### src/npp_pkg.sv
// npp_pkg: shared types, constants and helper functions of the nearest path point block
// no dependencies

package npp_pkg;

  localparam logic REQ_LOAD  = 1'b0;
  localparam logic REQ_QUERY = 1'b1;

  localparam logic signed [33:0] PI_Q28      = 34'sd843314857;
  localparam logic signed [33:0] HALF_PI_Q28 = 34'sd421657428;
  localparam logic signed [33:0] TWO_PI_Q28  = 34'sd1686629713;
  localparam logic signed [33:0] GAIN_Q30    = 34'sd652032874;
  localparam int unsigned        CORDIC_STEPS = 28;

  typedef struct packed {
    logic [31:0] x;
    logic [31:0] y;
    logic [31:0] heading;
    logic [31:0] curvature;
  } npp_point_t;

  typedef struct packed {
    logic [31:0] proj_x;
    logic [31:0] proj_y;
    logic [31:0] proj_heading;
  } npp_proj_res_t;

  typedef struct packed {
    logic        path_empty;
    logic [9:0]  match_index;
    logic [31:0] match_x;
    logic [31:0] match_y;
    logic [31:0] match_heading;
    logic [31:0] proj_x;
    logic [31:0] proj_y;
    logic [31:0] proj_heading;
    logic [31:0] proj_curvature;
  } npp_result_t;

  typedef enum logic [2:0] {
    ST_IDLE,
    ST_SEARCH,
    ST_FETCH,
    ST_FETCH_WAIT,
    ST_PROJ_GO,
    ST_PROJ_WAIT,
    ST_EMIT
  } npp_state_t;

  typedef enum logic [2:0] {
    PS_IDLE,
    PS_CORDIC,
    PS_ROUND,
    PS_OFF_MUL,
    PS_OFF_SUM,
    PS_PROJ_MUL,
    PS_FINAL
  } npp_pstate_t;

  function automatic logic signed [33:0] atan_q28(input logic [4:0] i);
    logic signed [33:0] v;
    case (i)
      5'd0:    v = 34'sd210828714;
      5'd1:    v = 34'sd124459457;
      5'd2:    v = 34'sd65760959;
      5'd3:    v = 34'sd33381290;
      5'd4:    v = 34'sd16755422;
      5'd5:    v = 34'sd8385879;
      5'd6:    v = 34'sd4193963;
      5'd7:    v = 34'sd2097109;
      5'd8:    v = 34'sd1048571;
      5'd9:    v = 34'sd524287;
      5'd10:   v = 34'sd262144;
      5'd11:   v = 34'sd131072;
      5'd12:   v = 34'sd65536;
      5'd13:   v = 34'sd32768;
      5'd14:   v = 34'sd16384;
      5'd15:   v = 34'sd8192;
      5'd16:   v = 34'sd4096;
      5'd17:   v = 34'sd2048;
      5'd18:   v = 34'sd1024;
      5'd19:   v = 34'sd512;
      5'd20:   v = 34'sd256;
      5'd21:   v = 34'sd128;
      5'd22:   v = 34'sd64;
      5'd23:   v = 34'sd32;
      5'd24:   v = 34'sd16;
      5'd25:   v = 34'sd8;
      5'd26:   v = 34'sd4;
      5'd27:   v = 34'sd2;
      default: v = 34'sd0;
    endcase
    return v;
  endfunction

  function automatic logic [31:0] sat32(input logic signed [71:0] v);
    logic [31:0] r;
    if (v > 72'sd2147483647) begin
      r = 32'h7fff_ffff;
    end else if (v < -72'sd2147483648) begin
      r = 32'h8000_0000;
    end else begin
      r = v[31:0];
    end
    return r;
  endfunction

endpackage

### src/npp_search.sv
// npp_search: walks the point store one entry a cycle and keeps the nearest point
// depends on npp_pkg; reads the store through the top level's RAM read port

module npp_search import npp_pkg::*; #(
  parameter int MAX_POINTS   = 1024,
  parameter int STALL_WINDOW = 30
) (
  input  logic                            clk,
  input  logic                            rst_n,
  input  logic                            start,
  input  logic [$clog2(MAX_POINTS+1)-1:0] len,
  input  logic signed [31:0]              px,
  input  logic signed [31:0]              py,
  input  npp_point_t                      rd_data,
  output logic                            rd_en,
  output logic [$clog2(MAX_POINTS)-1:0]   rd_addr,
  output logic                            done,
  output logic [$clog2(MAX_POINTS)-1:0]   best_idx
);

  localparam int AW = $clog2(MAX_POINTS);
  localparam int LW = $clog2(MAX_POINTS + 1);
  localparam int SW = $clog2(STALL_WINDOW + 2);

  logic              active_r, issuing_r, stop_r, have_r;
  logic [LW-1:0]     issue_idx_r;
  logic [LW-1:0]     issue_next;
  logic              v1_r, v2_r, v3_r;
  logic [AW-1:0]     idx1_r, idx2_r, idx3_r;
  logic [31:0]       ax_r, ay_r;
  logic [63:0]       a2_r, b2_r;
  logic [64:0]       best_d_r;
  logic [AW-1:0]     best_r;
  logic [SW-1:0]     stall_r;
  logic [SW-1:0]     stall_nxt;
  logic signed [32:0] dx, dy;
  logic [64:0]       dist_sq;
  logic              better, cmp_en;

  assign issue_next = issue_idx_r + LW'(1);
  assign rd_en      = issuing_r;
  assign rd_addr    = issue_idx_r[AW-1:0];
  assign best_idx   = best_r;
  assign done       = active_r && !issuing_r && !v1_r && !v2_r && !v3_r;

  assign dx     = 33'($signed(rd_data.x)) - 33'(px);
  assign dy     = 33'($signed(rd_data.y)) - 33'(py);
  assign dist_sq = 65'(a2_r) + 65'(b2_r);
  assign cmp_en = v3_r && !stop_r;
  assign better = !have_r || (dist_sq < best_d_r);
  assign stall_nxt = better ? SW'(1) : stall_r + SW'(1);

  always_ff @(posedge clk) begin
    if (!rst_n) begin
      active_r  <= 1'b0;
      issuing_r <= 1'b0;
      stop_r    <= 1'b0;
      have_r    <= 1'b0;
      v1_r      <= 1'b0;
      v2_r      <= 1'b0;
      v3_r      <= 1'b0;
      stall_r   <= '0;
      issue_idx_r <= '0;
    end else begin
      v1_r <= rd_en;
      v2_r <= v1_r;
      v3_r <= v2_r;
      if (start) begin
        active_r    <= 1'b1;
        issuing_r   <= 1'b1;
        stop_r      <= 1'b0;
        have_r      <= 1'b0;
        stall_r     <= '0;
        issue_idx_r <= '0;
      end else begin
        if (done) begin
          active_r <= 1'b0;
        end
        if (issuing_r) begin
          issue_idx_r <= issue_next;
          if (issue_next == len) begin
            issuing_r <= 1'b0;
          end
        end
        if (cmp_en) begin
          have_r  <= 1'b1;
          stall_r <= stall_nxt;
          if (32'(stall_nxt) > STALL_WINDOW) begin
            stop_r    <= 1'b1;
            issuing_r <= 1'b0;
          end
        end
      end
    end
  end

  always_ff @(posedge clk) begin
    idx1_r <= rd_addr;
    idx2_r <= idx1_r;
    idx3_r <= idx2_r;
    ax_r   <= dx[32] ? 32'(-dx) : dx[31:0];
    ay_r   <= dy[32] ? 32'(-dy) : dy[31:0];
    a2_r   <= 64'(ax_r) * 64'(ax_r);
    b2_r   <= 64'(ay_r) * 64'(ay_r);
    if (cmp_en && better) begin
      best_d_r <= dist_sq;
      best_r   <= idx3_r;
    end
  end

endmodule

### config.mk
export PLATFORM = sky130hd
export DESIGN_NAME = npp_search
export DESIGN_NICKNAME = d
export VERILOG_FILES = /design/src/npp_pkg.sv /design/src/npp_search.sv
export SDC_FILE = /design/constraint.sdc
export NUM_CORES = 2
export LEC_CHECK = 0
export ABC_AREA = 0
export BUFFER_PORTS_ARGS = -buffer_cell sky130_fd_sc_hd__buf_2
export CAP_MARGIN = 25
export CORE_MARGIN = 3
export CORE_UTILIZATION = 55
export DETAILED_ROUTE_END_ITERATION = 12
export PLACE_DENSITY_LB_ADDON = 0.08
export SYNTH_ARGS = -nofsm -noshare
export SYNTH_HDL_FRONTEND = slang
export SYNTH_SLANG_ARGS = --single-unit
### constraint.sdc
create_clock -name clk -period 16.3 [get_ports clk]
set_input_delay 0 -clock clk [delete_from_list [all_inputs] [get_ports clk]]
set_output_delay 0 -clock clk [all_outputs]
set_load 0.02 [all_outputs]
==> run_results.csv <==
group,metric,value,unit
global_route,antenna_found_initial,1,
critical_path,cp.required,16790,ps
timing,fin_ws,6574,ps
timing,fin_crit_sh,59.67,%
synth,synth_ff_type,"dfxtp_1",
place,gp_congestion,0.8728,
synth,synth_commonest_cells,"inv_1 (2113), fa_1 (1587), ha_1 (789)",
synth,netlist_top_cells_area,"fa_1 (42%), ha_1 (13%), inv_1 (10%)",
global_route,grt_overflow_total,0,
place,portBuffers,163,
cells_and_area,final.fill_count,12372,
floorplan,io_pins,228,
place,dp_slack,6628,ps
synth,synthArstFlopShare,0,%
critical_path,startpoint_type,"register",
global_route,grt_pass1_vias,57657,
timing,max_slew_margin,33.71,%
floorplan,dieArea,143200,µm²
timing,skew,63.00,ps
timing,final-hold-violation-count,0,
critical_path,crit_fanout,21,
synth,synth_edf_count,75,
outcome,status,"finished, final reports clean",
clocking,clockBufferDepth,3,
route,drc,0,
synth,synthCells,8184,
cells_and_area,drive_above_1_share,4.465,%
timing,slew_viol_final,0,
floorplan,initial_utilization,55.40,%
route,firstDrtPassIters,5,
critical_path,critical-path-top-delay-family,"adder cells",
clocking,cts_tree,"built",
timing,setup_viol,0,
critical_path,crit_arrival,10220,ps
clocking,post_cts_resize_count,0,
synth,syn_area,76270,µm²
route,routed_wl,178.5,mm
clocking,postCtsSetupRepairBufs,0,
synth,synth-seq-cells,318,
synth,synth_area_per_cell,9.319,µm²
clocking,clk_pin_slew,60,ps
critical_path,critical_path_buf_inv_count,6,
place,dpl.hpwl,146.1,mm
global_route,grt_pass1_wl,298.8,mm
route,avgViaCountPerCell,5.297,
clocking,numCtsBuffers,40,
route,vias,53288,
synth,synth_top_area_share,41.66,%
clocking,root_buffer,"clkbuf_16",
timing,rsz0062_at_grt,"no",
hold_path,hold_path_class,"primary input to register",
synth,synth_top_area_cell,"fa_1",
critical_path,cpPeakStageDelay,900,ps
global_route,grt_util_all_layers,26.18,%
clocking,clock_latency,640,ps
route,drtIter0Drc,2706,
synth,seq_area_frac_synth,9.332,%
route,wl_per_cell,17.74,µm
global_route,grt_max_degree,55,
critical_path,critPathKind,"register to register",
floorplan,die-width,378.4,µm
synth,synth_most_common_cell,"inv_1",
critical_path,cpMostUsedCell,"fa_1",
run,maxCapViolCount,0,
critical_path,crit_slowest_cell,"o41ai_1",
synth,yosysWarnings,0,
critical_path,crit_path_end_kind,"register",
timing,setup_tns,0,ps
floorplan,std_cell_rows,136,
synth,synth_cell_types,87,
clocking,h-tree-depth,2,
route,ant_nets,0,
clocking,cts.sinks,318,
timing,min_period,9726,ps
cells_and_area,nets,10814,
timing,worst_pin_slew,981.5,ps
timing,max_freq,102.8,MHz
floorplan,core,137700,µm²
synth,synth_nets,10766,
cells_and_area,syn_to_final_growth,5.714,%
floorplan,fp.dieH,378.4,µm
==> metrics by stage <==
stage,hold slack (ps),cell area (µm²),utilization (%),std cells
2_1_floorplan,108.6,76270,-,8184
3_3_place_gp,252.4,78760,57.21,9929
3_5_place_dp,263.1,78760,57.21,9929
4_1_cts,2.380,80620,58.56,10058
5_1_grt,55.18,80620,58.56,10058
6_report,40.61,80620,58.57,10060
==> flip-flops by register name, indices dropped and copies added, names as in the netlist <==
register	count
v3_r	1
b2_r	63
ay_r	32
best_d_r	65
have_r	1
v1_r	1
idx1_r	10
best_idx	10
a2_r	63
active_r	1
idx3_r	10
ax_r	32
v2_r	1
stop_r	1
issue_idx_r	11
stall_r	5
idx2_r	10
rd_en	1
==> path summary, 6_finish.rpt <==
kind / from / endpoint / slack (ps) / cells past startpoint
setup / recovery: ay_r[5] / b2_r[61] / 6570 / 26
hold / removal: rd_data[100] / ax_r[4] / 40 / 4
setup reg to reg: ay_r[5] / b2_r[61] / 6570 / 26
hold reg to reg: idx1_r[1] / idx2_r[1] / 320 / 0
==> per-layer routing <==
metal	routed length, µm	vias up	GRT usage [%]
met5	0	-	0
met4	4613	0	6.397
met3	8374	254	3.018
met2	88770	1095	45.07
met1	76700	26944	35.42
li1	-	24995	-
==> what timing repair did <==
item	4_1_cts	5_1_grt
setup endpoints to repair	0	0
hold endpoints to repair	46	0
hold buffers	55	0
==> cell usage in the layout (no fill, tap or decap), types with 47 or more instances in the layout <==
cell type,count
nand4_1,56
inv_1,2113
dfxtp_1,234
and2_1,499
o21bai_1,47
dlygate4sd3_1,55
fa_1,1587
nor2_1,242
nand3_1,67
buf_2,163
ha_1,789
edfxtp_1,75
xor2_1,162
o21ai_0,147
buf_4,62
a21oi_1,287
a21o_1,177
xnor2_1,224
nand2_1,642
nor2b_1,55
==> kinds of logic (layout without fill, tap and decap cells) <==
logic type,after synthesis,in the layout,share of synthesized area (%)
adder cells (fa/ha/maj),2376,2376,54.60
AO/OA/AOI/OAI,954,954,8.231
other,0,2,0
XOR/XNOR,387,387,4.462
AND/OR/NAND/NOR,1753,1753,11.45
buffers and inverters,2387,2467,11.80
multiplexers,9,9,0.1230
flip-flops,318,318,9.332
==> cell type report <==
cell class | count | area [µm²] | area share [%]
Multi-Input combinational cell | 5479 | 60170 | 74.63
Clock inverter | 23 | 239.0 | 0.2964
Antenna cell | 2 | 5.005 | 0.006208
Tap cell | 1794 | 2245 | 2.784
Inverter | 2113 | 7931 | 9.838
Timing Repair Buffer | 280 | 1832 | 2.272
Clock buffer | 51 | 1074 | 1.332
Sequential cell | 318 | 7128 | 8.841
==> worst reg2reg max path, cell delays in order, from the launching register on <==
cell       delay (ps)
dfxtp_1           850
buf_4             430
nand2_1           130
fa_1              570
inv_1              80
fa_1              480
fa_1              510
inv_1              60
fa_1              470
inv_1              50
fa_1              500
inv_1              60
fa_1              520
inv_1              50
fa_1              490
fa_1              420
ha_1              410
nand2_1           120
o21ai_0           300
a211oi_1          120
o41ai_1           900
nor3_1            330
o21ai_0           570
a31o_2            350
a31oi_1           180
o2111ai_1         230
or3b_2            450
Power is not shown: default switching activity piles up to over one toggle a cycle in this logic, so the estimate is an artifact.
